$ cat src/hdl/dpt_pkg.sv
// Package: item types, opcodes and status codes for the distance priority table.
package dpt_pkg;

    localparam int TableDepth = 64;
    localparam int AddrW      = $clog2(TableDepth);
    localparam int CntW       = $clog2(TableDepth + 1);

    localparam logic [1:0] KIND_ADD      = 2'd0;
    localparam logic [1:0] KIND_REMOVE   = 2'd1;
    localparam logic [1:0] KIND_RECENTER = 2'd2;
    localparam logic [1:0] KIND_READ     = 2'd3;

    localparam logic [1:0] ST_OK        = 2'd0;
    localparam logic [1:0] ST_FULL      = 2'd1;
    localparam logic [1:0] ST_NOT_FOUND = 2'd2;
    localparam logic [1:0] ST_EMPTY     = 2'd3;

    typedef struct packed {
        logic [1:0]         kind;
        logic [15:0]        entry_id;
        logic signed [15:0] entry_x;
        logic signed [15:0] entry_y;
        logic signed [15:0] new_center_x;
        logic signed [15:0] new_center_y;
        logic [5:0]         slot_index;
    } t_in_item;

    typedef struct packed {
        logic [1:0]         status;
        logic [6:0]         count;
        logic [15:0]        out_id;
        logic signed [15:0] out_x;
        logic signed [15:0] out_y;
        logic [16:0]        out_distance;
    } t_out_item;

    typedef struct packed {
        logic [15:0]        id;
        logic signed [15:0] x;
        logic signed [15:0] y;
        logic [16:0]        distance;
    } t_entry;

    function automatic logic [16:0] manhattan(input logic signed [15:0] x,
                                              input logic signed [15:0] y,
                                              input logic signed [15:0] cx,
                                              input logic signed [15:0] cy);
        logic signed [16:0] dx;
        logic signed [16:0] dy;
        logic [16:0]        ax;
        logic [16:0]        ay;
        dx = 17'(x) - 17'(cx);
        dy = 17'(y) - 17'(cy);
        ax = dx[16] ? 17'(-dx) : 17'(dx);
        ay = dy[16] ? 17'(-dy) : 17'(dy);
        return ax + ay;
    endfunction

endpackage

$ cat src/hdl/dpt_front.sv
// Front end: accepts items into a two-entry queue toward the table engine.
module dpt_front import dpt_pkg::*; (
    input  logic     i_clk,
    input  logic     i_rst_n,
    input  logic     i_valid,
    output logic     o_ready,
    input  t_in_item i_item,
    output logic     o_q_valid,
    input  logic     i_q_pop,
    output t_in_item o_q_item
);
    t_in_item   r_q [2];
    logic       r_wp, r_rp;
    logic [1:0] r_cnt;
    logic       w_push, w_pop;

    assign o_ready   = (r_cnt != 2'd2);
    assign o_q_valid = (r_cnt != 2'd0);
    assign o_q_item  = r_q[r_rp];
    assign w_push    = i_valid && o_ready;
    assign w_pop     = i_q_pop && o_q_valid;

    always_ff @(posedge i_clk) begin
        if (w_push) begin
            r_q[r_wp] <= i_item;
        end
        if (!i_rst_n) begin
            r_wp  <= 1'b0;
            r_rp  <= 1'b0;
            r_cnt <= 2'd0;
        end else begin
            if (w_push) r_wp <= ~r_wp;
            if (w_pop)  r_rp <= ~r_rp;
            r_cnt <= r_cnt + 2'(w_push) - 2'(w_pop);
        end
    end

    a_cnt_max: assert property (@(posedge i_clk) disable iff (!i_rst_n)
        r_cnt <= 2'd2) else $error("queue overfilled");
    a_no_pop_empty: assert property (@(posedge i_clk) disable iff (!i_rst_n)
        r_cnt == 2'd0 |-> !o_q_valid) else $error("valid on empty queue");
    a_full_stalls: assert property (@(posedge i_clk) disable iff (!i_rst_n)
        r_cnt == 2'd2 |-> !o_ready) else $error("ready while full");
endmodule

$ cat config.mk
export PLATFORM = sky130hd
export DESIGN_NAME = dpt_front
export DESIGN_NICKNAME = d
export VERILOG_FILES = /design/src/hdl/dpt_pkg.sv /design/src/hdl/dpt_front.sv
export SDC_FILE = /design/constraint.sdc
export NUM_CORES = 1
export LEC_CHECK = 0
export ABC_AREA = 1
export BUFFER_PORTS_ARGS = -buffer_cell sky130_fd_sc_hd__buf_2
export CAP_MARGIN = 0
export CORE_ASPECT_RATIO = 1.1
export CORE_MARGIN = 5
export CORE_UTILIZATION = 30
export DETAILED_ROUTE_END_ITERATION = 10
export HOLD_SLACK_MARGIN = 0.12
export RECOVER_POWER = 50
export SLEW_MARGIN = 20
export SYNTH_ARGS = -nofsm -noshare
export SYNTH_HDL_FRONTEND = slang
export SYNTH_SLANG_ARGS = --single-unit
$ cat constraint.sdc
create_clock -name i_clk -period 4.85 [get_ports i_clk]
set_input_delay 0.7275 -clock i_clk [delete_from_list [all_inputs] [get_ports i_clk]]
set_output_delay 0.7275 -clock i_clk [all_outputs]
set_load 0.01 [all_outputs]
==> summary.md <==
| Metric | Value |
|---|---|
| Status | `complete, but fails checks` |
| Failing checks | `capacitance limit, slew limit` |
| Clk slew on worst S/H paths | `0.07 ns` |
| Synthesized area | `6670 um^2` |
| Ant. Diodes | `0` |
| Most frequent cells in the layout | `edfxtp_1, buf_2, mux2_2, clkbuf_1, mux2_4` |
| Maximum clock insertion buffer count | `2` |
| Kind of critical path | `reg -> out` |
| Vias in the first global route | `3745` |
| Final count of hold timing violations | `0` |
| CP max stage delay | `1.00 ns` |
| Final Slew Violations | `43` |
| Top Layer Used | `met4` |
| LEAKAGE | `3.04 nW` |
| Layout cells sized above 1 | `0.489` |
| Crit end category | `output port` |
| TNS Setup | `0 ns` |
| Overall Global Routing Usage | `0.101` |
| First-pass iteration count of the detailed router | `3` |
| Largest net degree at the start of global routing | `69` |
| Max_cap viols | `1` |
| Avg Inst Size Synth | `21.5 um^2` |
| Syn nets | `404` |
| Post-synth cell types | `12` |
| DRC violations left | `0` |
| CTS Root Cell | `clkbuf_16` |
| Initial antenna violation count | `0` |
| Fmax achieved | `322 MHz` |
| First-pass GRT wire length | `20000 um` |
| IO Port Bufs | `181` |
| Worst EP required | `4.12 ns` |
| Initial core utilization | `0.303` |
| Crit-path max FO | `68` |
| Core area | `22000 um^2` |
| Fin nets | `598` |
| Final WL | `12900 um` |
| FF-to-FF setup slack | `1.84 ns` |
| Pwr dens | `517 nW/um^2` |
| WP data arrival | `2.38 ns` |
| Commonest non-fill, non-tap cell in the layout | `edfxtp_1` |
| Yosys warnings | `0` |
| TritonCTS Sinks | `181` |
| Met2 wire len | `7000 um` |
| CP Launch Type | `flip-flop` |
| Final period util | `0.640` |
| Count of final setup violators | `0` |
| Routed met3 length | `688 um` |
| Drt initial violations | `113` |
| Peak VDD IR | `0.303 mV` |
| Worst skew pair latency | `0.41 ns` |
| Die Wd | `152 um` |
| Skew final | `0.00750 ns` |
| Htree depth | `4` |
| Vias | `3394` |
| Die area | `25300 um^2` |
| Antenna violation net count after detailed routing | `0` |
| Slowest CP cell | `dfxtp_4` |
| PostCTS Resize Cnt | `0` |
| Critical Path, Cell by Cell | `buf_4 > mux2_2 > buf_2` |
| # IOs | `182` |
| Hold buffers post-CTS | `0` |
| Min-Delay Path Class | `in -> reg` |
| Setup WS pre-CTS | `2.09 ns` |
| Fin crit period | `3.11 ns` |
| Reg2reg start | `r_cnt[0]` |
| Final Wtd Congestion | `0.725` |
| Chip height | `166 um` |
| Fillers | `2120` |
| Reg2reg end | `r_q[0][75]` |
| Cells after Synth | `310` |
| Wl on met1 | `4980 um` |
| Drt wl/cell | `15.9 um` |
| CTS tree | `yes` |
| Final HPWL DP | `8920 um` |
| Post-layout util | `0.383` |
| Grt ovf | `0` |
| Reg2reg path depth | `5` |
| Layout overhead on the synthesized area | `26.1%` |
| Unrepaired setup endpoints after global routing | `no` |
| Setup WS post-layout | `1.74 ns` |
| Post-CTS setup buffer count | `0` |
| Worst slew margin | `-0.600` |
| Register area share after synthesis | `0.808` |
| Rows | `57` |
| Via/cell ratio | `4.19` |
| Crit path to | `o_q_item[32]` |
| Worst-Margin Slew | `2.40 ns` |
| Num CTS Buffers | `17` |
| FF+latch count, synth | `181` |
## kinds of logic after synthesis
family / synth area share
DFF: 0.808
muxes: 0.160
and+or+nand+nor: 0.0118
buffers and inverters: 0.0152
AOI/OAI and AO/OA: 0.00150
adders and majority gates: 0.00375
## synthesized netlist by cell type
cell type  number  area share
nand3_1         3      0.0023
nor2_1          8      0.0045
buf_2           6      0.0045
buf_6           4      0.0068
ha_1            2      0.0038
dfxtp_1         5       0.015
inv_1           7      0.0039
mux2_4         20       0.045
a21oi_1         2      0.0015
nand2_1         9      0.0051
mux2_2         68        0.11
edfxtp_1      176        0.79
## final cells by class
type	instances	area (um^2)	area share
Tap cell	295	369	0.0439
Timing Repair Buffer	185	870	0.103
Clock buffer	18	429	0.0511
Clock inverter	12	130	0.0155
Multi-Input combinational cell	112	1190	0.141
Inverter	7	28.8	0.00342
Sequential cell	181	5390	0.641
## how the worst min path moves through the flow
stage            endpoint  startpoint  cells past startpoint  slack [ns]
2_1_floorplan   flip-flop        r_rp                      2        0.47
3_3_place_gp         r_rp        r_rp                      2        0.48
3_5_place_dp         r_rp        r_rp                      2        0.50
4_1_cts        r_q[1][50]  i_item[50]                      1        0.47
5_1_grt        r_q[1][50]  i_item[50]                      1        0.47
6_report       r_q[1][50]  i_item[50]                      1        0.50
## critical path, delay by kind of cell (launching register included)
| family | cells | cell delay [ns] |
|---|---|---|
| DFF | 1 | 1.00 |
| buffers and inverters | 2 | 0.56 |
| muxes | 1 | 0.37 |
## metal layers
| metal | vias up | GRT usage |
|---|---|---|
| met1 | 1688 | 0.109 |
| li1 | 1592 | - |
| met4 | 0 | 0.0317 |
| met5 | - | 0 |
| met2 | 101 | 0.183 |
| met3 | 13 | 0.0383 |
## per-stage QoR
stage / cell area [um^2] / total power [mW] / hold slack [ns] / std cells
6_report: 8400 / 4.34 / 0.500 / 810
5_1_grt: 8400 / 4.56 / 0.470 / 810
4_1_cts: 8470 / 4.43 / 0.470 / 810
3_5_place_dp: 7910 / 3.09 / 0.498 / 780
3_3_place_gp: 7910 / 3.06 / 0.485 / 780
2_1_floorplan: 6670 / 2.72 / 0.467 / 310
## report_power, final
| part | leakage (nW) | switching (mW) | total [mW] | internal [mW] |
|---|---|---|---|---|
| registers | 1.69 | 0.124 | 2.11 | 1.99 |
| clock network | 0.275 | 0.561 | 1.32 | 0.757 |
| logic | 1.08 | 0.466 | 0.916 | 0.450 |
## state kept, by name, summed over array words and instances, names as in the netlist, named ones only
register / count
r_cnt: 2
r_q: 176
r_rp: 1
r_wp: 1
Note: power is estimated with default switching activity, not from simulation.
