**config.mk**
```make
export PLATFORM = sky130hd
export DESIGN_NAME = dpt_engine
export DESIGN_NICKNAME = d
export VERILOG_FILES = /design/src/hdl/dpt_pkg.sv /design/src/hdl/dpt_engine.sv
export SDC_FILE = /design/constraint.sdc
export NUM_CORES = 2
export LEC_CHECK = 0
export ABC_CLOCK_PERIOD_IN_PS = 21100
export BUFFER_PORTS_ARGS = -buffer_cell sky130_fd_sc_hd__buf_2
export CAP_MARGIN = 5
export CORE_MARGIN = 3
export CORE_UTILIZATION = 35
export DETAILED_ROUTE_END_ITERATION = 16
export MAX_ROUTING_LAYER = met4
export PLACE_DENSITY = 0.48
export SETUP_SLACK_MARGIN = 0.3
export SLEW_MARGIN = 20
export SYNTH_ARGS = -nofsm -noshare
export SYNTH_HDL_FRONTEND = slang
export SYNTH_MEMORY_MAX_BITS = 65536
export SYNTH_SLANG_ARGS = --single-unit
```
**constraint.sdc**
```tcl
create_clock -name i_clk -period 21.1 [get_ports i_clk]
set_input_delay 3.165 -clock i_clk [delete_from_list [all_inputs] [get_ports i_clk]]
set_output_delay 3.165 -clock i_clk [all_outputs]
set_load 0.05 [all_outputs]
```
**src/hdl/dpt_pkg.sv**
```systemverilog
// Package: item types, opcodes and status codes for the distance priority table.
package dpt_pkg;

    localparam int TableDepth = 64;
    localparam int AddrW      = $clog2(TableDepth);
    localparam int CntW       = $clog2(TableDepth + 1);

    localparam logic [1:0] KIND_ADD      = 2'd0;
    localparam logic [1:0] KIND_REMOVE   = 2'd1;
    localparam logic [1:0] KIND_RECENTER = 2'd2;
    localparam logic [1:0] KIND_READ     = 2'd3;

    localparam logic [1:0] ST_OK        = 2'd0;
    localparam logic [1:0] ST_FULL      = 2'd1;
    localparam logic [1:0] ST_NOT_FOUND = 2'd2;
    localparam logic [1:0] ST_EMPTY     = 2'd3;

    typedef struct packed {
        logic [1:0]         kind;
        logic [15:0]        entry_id;
        logic signed [15:0] entry_x;
        logic signed [15:0] entry_y;
        logic signed [15:0] new_center_x;
        logic signed [15:0] new_center_y;
        logic [5:0]         slot_index;
    } t_in_item;

    typedef struct packed {
        logic [1:0]         status;
        logic [6:0]         count;
        logic [15:0]        out_id;
        logic signed [15:0] out_x;
        logic signed [15:0] out_y;
        logic [16:0]        out_distance;
    } t_out_item;

    typedef struct packed {
        logic [15:0]        id;
        logic signed [15:0] x;
        logic signed [15:0] y;
        logic [16:0]        distance;
    } t_entry;

    function automatic logic [16:0] manhattan(input logic signed [15:0] x,
                                              input logic signed [15:0] y,
                                              input logic signed [15:0] cx,
                                              input logic signed [15:0] cy);
        logic signed [16:0] dx;
        logic signed [16:0] dy;
        logic [16:0]        ax;
        logic [16:0]        ay;
        dx = 17'(x) - 17'(cx);
        dy = 17'(y) - 17'(cy);
        ax = dx[16] ? 17'(-dx) : 17'(dx);
        ay = dy[16] ? 17'(-dy) : 17'(dy);
        return ax + ay;
    endfunction

endpackage

```
**src/hdl/dpt_engine.sv**
```systemverilog
// Back end: table memory, sequencer for add, remove, resort and read, output register.
module dpt_engine import dpt_pkg::*; (
    input  logic      i_clk,
    input  logic      i_rst_n,
    input  logic      i_q_valid,
    output logic      o_q_pop,
    input  t_in_item  i_q_item,
    output logic      o_valid,
    input  logic      i_ready,
    output t_out_item o_item
);
    localparam logic [3:0] S_IDLE  = 4'd0;
    localparam logic [3:0] S_RDWT  = 4'd1;
    localparam logic [3:0] S_RDO   = 4'd2;
    localparam logic [3:0] S_SRCH  = 4'd3;
    localparam logic [3:0] S_SHIFT = 4'd4;
    localparam logic [3:0] S_DIST  = 4'd5;
    localparam logic [3:0] S_REV   = 4'd6;
    localparam logic [3:0] S_REVW  = 4'd7;
    localparam logic [3:0] S_INS   = 4'd8;
    localparam logic [3:0] S_INSC  = 4'd9;
    localparam logic [3:0] S_DONE  = 4'd10;
    localparam logic [3:0] S_SRCHW = 4'd11;
    localparam logic [3:0] S_INSP  = 4'd12;

    t_entry r_mem [TableDepth];
    t_entry r_rd;
    logic [AddrW-1:0] r_raddr, w_raddr;
    logic             w_we;
    logic [AddrW-1:0] w_waddr;
    t_entry           w_wdata;

    logic [3:0]       r_st, n_st;
    logic [CntW-1:0]  r_held, n_held;
    logic signed [15:0] r_cx, r_cy, n_cx, n_cy;
    t_in_item         r_it, n_it;
    logic [CntW-1:0]  r_i, n_i, r_j, n_j;
    t_entry           r_tmp, n_tmp, r_key, n_key;
    logic             r_ph, n_ph;
    t_out_item        r_out, n_out;
    logic             r_ov, n_ov;

    always_ff @(posedge i_clk) begin
        if (w_we) r_mem[w_waddr] <= w_wdata;
        r_rd <= r_mem[w_raddr];
    end

    always_comb begin
        n_st = r_st; n_held = r_held; n_cx = r_cx; n_cy = r_cy; n_it = r_it;
        n_i = r_i; n_j = r_j; n_tmp = r_tmp; n_key = r_key; n_ph = r_ph;
        n_out = r_out; n_ov = r_ov;
        w_raddr = r_raddr; w_we = 1'b0; w_waddr = '0; w_wdata = r_rd;
        o_q_pop = 1'b0;
        if (r_ov && i_ready) n_ov = 1'b0;
        case (r_st)
            S_IDLE: begin
                if (i_q_valid && (!r_ov || i_ready)) begin
                    o_q_pop = 1'b1;
                    n_it = i_q_item;
                    n_out = '0;
                    n_i = '0;
                    case (i_q_item.kind)
                        KIND_ADD: begin
                            if (r_held == CntW'(TableDepth)) begin
                                n_out.status = ST_FULL;
                            end else begin
                                w_we = 1'b1;
                                w_waddr = r_held[AddrW-1:0];
                                w_wdata = '{i_q_item.entry_id, i_q_item.entry_x,
                                    i_q_item.entry_y, manhattan(i_q_item.entry_x,
                                    i_q_item.entry_y, r_cx, r_cy)};
                                n_held = r_held + 1'b1;
                            end
                            n_st = S_DONE;
                        end
                        KIND_REMOVE: begin
                            n_out.status = ST_NOT_FOUND;
                            w_raddr = '0;
                            n_st = (r_held == '0) ? S_DONE : S_SRCHW;
                        end
                        KIND_RECENTER: begin
                            if (i_q_item.new_center_x != r_cx
                                || i_q_item.new_center_y != r_cy) begin
                                n_cx = i_q_item.new_center_x;
                                n_cy = i_q_item.new_center_y;
                                w_raddr = '0;
                                n_st = (r_held == '0) ? S_DONE : S_DIST;
                                n_ph = 1'b0;
                            end else begin
                                n_st = S_DONE;
                            end
                        end
                        default: begin
                            if (CntW'(i_q_item.slot_index) < r_held) begin
                                w_raddr = i_q_item.slot_index[AddrW-1:0];
                                n_st = S_RDWT;
                            end else begin
                                n_out.status = ST_EMPTY;
                                n_st = S_DONE;
                            end
                        end
                    endcase
                end
            end
            S_RDWT: n_st = S_RDO;
            S_RDO: begin
                n_out.out_id = r_rd.id; n_out.out_x = r_rd.x;
                n_out.out_y = r_rd.y; n_out.out_distance = r_rd.distance;
                n_st = S_DONE;
            end
            S_SRCHW: n_st = S_SRCH;
            S_SRCH: begin
                if (r_rd.id == r_it.entry_id) begin
                    n_out.status = ST_OK;
                    n_j = r_i + 1'b1;
                    w_raddr = AddrW'(r_i + 1'b1);
                    n_ph = 1'b0;
                    n_st = (r_i + 1'b1 >= r_held) ? S_DONE : S_SHIFT;
                    n_held = r_held - 1'b1;
                end else if (r_i + 1'b1 >= r_held) begin
                    n_st = S_DONE;
                end else begin
                    n_i = r_i + 1'b1;
                    w_raddr = AddrW'(r_i + 1'b1);
                    n_st = S_SRCHW;
                end
            end
            S_SHIFT: begin
                // r_j: source index; phase 0 waits on read, phase 1 writes j-1
                if (!r_ph) begin
                    n_ph = 1'b1;
                end else begin
                    w_we = 1'b1;
                    w_waddr = AddrW'(r_j - 1'b1);
                    w_wdata = r_rd;
                    n_ph = 1'b0;
                    if (r_j + 1'b1 > r_held) begin
                        n_st = S_DONE;
                    end else begin
                        n_j = r_j + 1'b1;
                        w_raddr = AddrW'(r_j + 1'b1);
                    end
                end
            end
            S_DIST: begin
                if (!r_ph) begin
                    n_ph = 1'b1;
                end else begin
                    w_we = 1'b1;
                    w_waddr = AddrW'(r_i);
                    w_wdata = r_rd;
                    w_wdata.distance = manhattan(r_rd.x, r_rd.y, r_cx, r_cy);
                    n_ph = 1'b0;
                    if (r_i + 1'b1 >= r_held) begin
                        n_i = '0;
                        n_j = r_held - 1'b1;
                        w_raddr = '0;
                        n_st = (r_held < CntW'(2)) ? S_DONE : S_REV;
                    end else begin
                        n_i = r_i + 1'b1;
                        w_raddr = AddrW'(r_i + 1'b1);
                    end
                end
            end
            S_REV: begin
                // swap r_i and r_j: read i, read j, write i, write j
                if (!r_ph) begin
                    n_tmp = r_rd;
                    n_ph = 1'b1;
                    w_raddr = AddrW'(r_j);
                end else begin
                    n_st = S_REVW;
                    n_ph = 1'b0;
                end
            end
            S_REVW: begin
                if (!r_ph) begin
                    n_key = r_rd;
                    w_we = 1'b1; w_waddr = AddrW'(r_i); w_wdata = r_rd;
                    n_ph = 1'b1;
                end else begin
                    w_we = 1'b1; w_waddr = AddrW'(r_j); w_wdata = r_tmp;
                    n_ph = 1'b0;
                    if (r_i + 1'b1 >= r_j - 1'b1) begin
                        n_i = CntW'(1);
                        w_raddr = AddrW'(1);
                        n_st = S_INS;
                    end else begin
                        n_i = r_i + 1'b1;
                        n_j = r_j - 1'b1;
                        w_raddr = AddrW'(r_i + 1'b1);
                        n_st = S_REV;
                    end
                end
            end
            S_INS: begin
                // load key = mem[i]; then j = i
                if (!r_ph) begin
                    n_ph = 1'b1;
                end else begin
                    n_key = r_rd;
                    n_j = r_i;
                    w_raddr = AddrW'(r_i - 1'b1);
                    n_ph = 1'b0;
                    n_st = S_INSC;
                end
            end
            S_INSC: begin
                if (!r_ph) begin
                    n_ph = 1'b1;
                end else begin
                    n_ph = 1'b0;
                    if (r_rd.distance < r_key.distance) begin
                        w_we = 1'b1; w_waddr = AddrW'(r_j); w_wdata = r_rd;
                        n_j = r_j - 1'b1;
                        if (r_j == CntW'(1)) begin
                            n_st = S_INSP;
                        end else begin
                            w_raddr = AddrW'(r_j - 2'd2);
                        end
                    end else begin
                        w_we = 1'b1; w_waddr = AddrW'(r_j); w_wdata = r_key;
                        if (r_i + 1'b1 >= r_held) begin
                            n_st = S_DONE;
                        end else begin
                            n_i = r_i + 1'b1;
                            w_raddr = AddrW'(r_i + 1'b1);
                            n_st = S_INS;
                        end
                    end
                end
            end
            S_INSP: begin
                // key goes to the first slot
                w_we = 1'b1; w_waddr = AddrW'(r_j); w_wdata = r_key;
                n_ph = 1'b0;
                if (r_i + 1'b1 >= r_held) begin
                    n_st = S_DONE;
                end else begin
                    n_i = r_i + 1'b1;
                    w_raddr = AddrW'(r_i + 1'b1);
                    n_st = S_INS;
                end
            end
            S_DONE: begin
                if (!r_ov || i_ready) begin
                    n_out.count = 7'(r_held);
                    n_ov = 1'b1;
                    n_st = S_IDLE;
                end
            end
            default: n_st = S_IDLE;
        endcase
    end

    always_ff @(posedge i_clk) begin
        r_it <= n_it; r_i <= n_i; r_j <= n_j; r_tmp <= n_tmp; r_key <= n_key;
        r_out <= n_out; r_raddr <= w_raddr;
        if (!i_rst_n) begin
            r_st <= S_IDLE; r_held <= '0; r_cx <= '0; r_cy <= '0;
            r_ph <= 1'b0; r_ov <= 1'b0;
        end else begin
            r_st <= n_st; r_held <= n_held; r_cx <= n_cx; r_cy <= n_cy;
            r_ph <= n_ph; r_ov <= n_ov;
        end
    end

    assign o_valid = r_ov;
    assign o_item  = r_out;

    a_held_max: assert property (@(posedge i_clk) disable iff (!i_rst_n)
        r_held <= CntW'(TableDepth)) else $error("count above depth");
    a_pop_idle: assert property (@(posedge i_clk) disable iff (!i_rst_n)
        o_q_pop |-> r_st == S_IDLE) else $error("pop outside idle");
    a_out_hold: assert property (@(posedge i_clk) disable iff (!i_rst_n)
        r_ov && !i_ready |=> r_ov && $stable(r_out)) else $error("result lost");
endmodule

```
==> summary.md <==
| Metric | Value |
|---|---|
| Setup CP Type | `in -> reg` |
| Yosys top cell by area | `edfxtp_1` |
| CTS Buffer Depth | `4` |
| Largest fanout on the critical path | `121` |
| R2R setup slack | `10.40 ns` |
| Cts repair resizes | `0` |
| Post-synthesis mux area share | `8.418%` |
| # port buffers | `167` |
| Cell area after placement | `194200 um2` |
| CTS Buf Count | `467` |
| Layout cells sized above 1 | `16.89%` |
| Number of core rows | `265` |
| WP data arrival | `11.58 ns` |
| CTS tree | `yes` |
| Simple-Gate Fraction of Synth Area | `8.041%` |
| Start point of the worst hold path | `r_tmp[0]$_DFFE_PP_` |
| Pre-Repair DR Iteration Count | `7` |
| Non-filler instance count after layout | `19147` |
| First-pass GRT wire length | `943800 um` |
| Final net count | `12021` |
| Fin. max-slew vios | `0` |
| Post-Synth Adder-Cell Area | `1.101%` |
| Post-layout min period | `10.71 ns` |
| Main combinational cell family by area after synthesis | `multiplexers` |
| Outcome | `finished, final reports clean` |
| Avg Cell Area, Syn | `16.08 um2` |
| Initial antenna violation count | `70` |
| Relative slew slack | `18.72%` |
| DRC | `0` |
| DR vias/cell | `5.920` |
| Critical Path RT | `21.97 ns` |
| Post-synthesis cell type count | `107` |
| R2R depth | `20` |
| Setup violations, final | `0` |
| Min-Delay Path Class | `reg -> reg` |
| # fillers | `47402` |
| Ys async rst share | `0%` |
| I/O pin cnt | `168` |
| Max VDD drop | `0.2073 mV` |
| Vias in the first global route | `107373` |
| Detail Route Antenna Nets | `0` |
| Least-Margin Pin Slew | `1.219 ns` |
| GRT Resource Usage Total | `26.44%` |
| Most frequent cell after synthesis | `edfxtp_1` |
| Routed wire per std cell | `36.69 um` |
| Synth Area in XOR/XNOR | `0.9853%` |
| Initial Util | `35.18%` |
| Area Overhead vs Synth | `14.20%` |
| Initial DRC Count | `18000` |
| CP Capture Type | `register` |
| Clock sinks | `4510` |
| Post-synth EDFFs | `4394` |
| Hold path endpoint | `r_tmp[0]$_DFFE_PP_` |
| Compound-cell area share of the yosys netlist | `6.220%` |
| RSZ-0062 raised after global routing | `no` |
| Sequential area share after synthesis | `73.13%` |
| Storage cell area | `134300 um2` |
| Max Cap Violations | `0` |
| CP Launch Type | `input pin` |
| Synthesized cell area | `183600 um2` |
| Synth top area share | `71.86%` |
| Final hold slack | `0.5456 ns` |
| Clock-pin slew on the worst setup and hold paths | `0.06 ns` |
| Die Area | `533300 um2` |
| Final setup TNS | `0 ns` |
| Multi-input gate area | `46650 um2` |
| Final Skew | `0.09847 ns` |
| Hold Crit Depth | `2` |
| Placed cells | `18244` |
| Post-synthesis net count | `11669` |
| Synth top cells by count | `edfxtp_1 (4394), nand2_1 (1886), mux4_2 (532), and3_1 (388), o21ai_0 (292)` |
| Synth Register Bits | `4510` |
| Synth top area cells | `edfxtp_1 (72%), mux4_2 (6.5%), nand2_1 (3.9%)` |
| Root Buffer | `clkbuf_16` |
| Worst skew pair latency | `1.06 ns` |
| Gr ovfl total | `0` |
| Power density over the cells | `192.7 nW/um2` |
| Design Area, Final | `209700 um2` |
| Synth Instances | `11419` |
| Final WL | `702600 um` |
| Tcrit/Tclk final | `50.76%` |
| Worst reg2reg path endpoint | `r_rd[23]$_DFF_P_` |
| Largest net degree at the start of global routing | `159` |
| Core area | `521900 um2` |
| Max Fclk | `0.09337 GHz` |
| Post-synth top flop | `edfxtp_1` |
| Lkg Pwr | `0.06928 uW` |
| Post-CTS Hold Buffers | `0` |
| Dpl hpwl | `387800 um` |
| Via count | `113343` |
| YS warnings | `0` |
| H-tree Lvls | `5` |
| Total power | `40410 uW` |
| Number of hold violations in the final report | `0` |
| RR Startpoint | `r_i[1]$_DFFE_PP_` |
| Setup bufs post-CTS | `0` |
| Die X | `730.3 um` |
| Global placement routability congestion | `0.9009` |
| Die Ht | `730.3 um` |
-- through the flow --
step	setup WS (ns)	util, %
after floorplan	9.833	-
final	10.39	40.18
after global routing	10.01	40.17
after global placement	9.398	37.17
after CTS	10.45	40.13
after detailed placement	9.426	37.22
-- placed cells by master, fill, tap and decap left out, types with 90 or more instances in the layout --
cell,n
a21oi_1,278
a22oi_1,168
a311oi_1,291
and3_1,388
buf_2,167
buf_4,348
clkbuf_1,100
clkbuf_16,472
clkinv_1,96
clkinv_2,90
dfxtp_1,113
edfxtp_1,4394
ha_1,152
inv_1,101
mux2i_1,276
mux4_2,532
nand2_1,1834
nand3_1,285
nor2_1,209
o21ai_0,291
o22ai_1,107
xnor2_1,139
-- routing by layer --
metal	wire [um]	up-vias	track usage (%)	share of wire, %
met3	66060	1082	4.112	9.4
met2	326600	6361	41.01	46
met1	284800	60268	35.93	41
li1	-	45632	-	-
met5	0	-	-	0
met4	25190	0	8.336	3.6
-- flip-flops by register name, summed over array words and instances, names as in the netlist --
register and flops:
r_rd 65, r_ph 1, o_valid 1, r_cy 16, r_key 65, r_st 4
r_raddr 6, r_cx 16, r_held 7, r_mem 4160, r_i 7, r_tmp 65
r_j 7, o_item 74, r_it 16
-- cell type report --
cell class | count | share of cell area, %
clock inverter | 276 | 1.283
timing repair buffer | 557 | 2.056
sequential | 4510 | 64.04
inverter | 112 | 0.2244
antenna | 30 | 0.03580
tap | 6942 | 4.142
multi-input combinational | 6123 | 22.25
clock buffer | 597 | 5.976
-- kinds of logic (layout without fill, tap and decap cells) --
group	count (synthesis)	after routing
flops	4510	4510
xor+xnor	205	205
mux	871	871
buf+inv	786	1542
other cells	0	30
simple gates	3261	3261
fa+ha+maj	158	158
compound gates	1628	1628
-- worst max-delay path, stage by stage --
cell and delay [ns]:
buf_2 0.12, ha_1 0.30, a21o_1 0.16, a21oi_1 0.19, a2bb2oi_2 0.23, nor2b_1 0.53
mux2_2 0.26, a2111oi_1 0.15, a31o_4 0.60, inv_16 0.48, buf_12 0.55, buf_4 0.82
buf_4 0.72, buf_4 0.95, buf_4 0.81, mux4_2 0.40, a22oi_1 0.25, and4_1 0.28
nand3_1 0.10
-- worst max-delay path by stage --
stage / startpoint / depth (start not counted) / to
floorplan: i_q_item[54] / 27 / r_mem[0][16]$_DFFE_PP_
detailed placement: i_q_item[4] / 19 / r_rd[38]$_DFF_P_
global route: r_i[1]$_DFFE_PP_ / 20 / r_rd[38]$_DFF_P_
finish: i_q_item[4] / 19 / r_rd[23]$_DFF_P_
CTS: r_i[1]$_DFFE_PP_ / 20 / r_rd[38]$_DFF_P_
global placement: i_q_item[4] / 19 / r_rd[31]$_DFF_P_
-- where the power goes --
group	switching, uW	internal, uW
logic	13500	6030
registers	294	12300
clock network	3600	4700
Note: power is estimated with default switching activity, not from simulation.
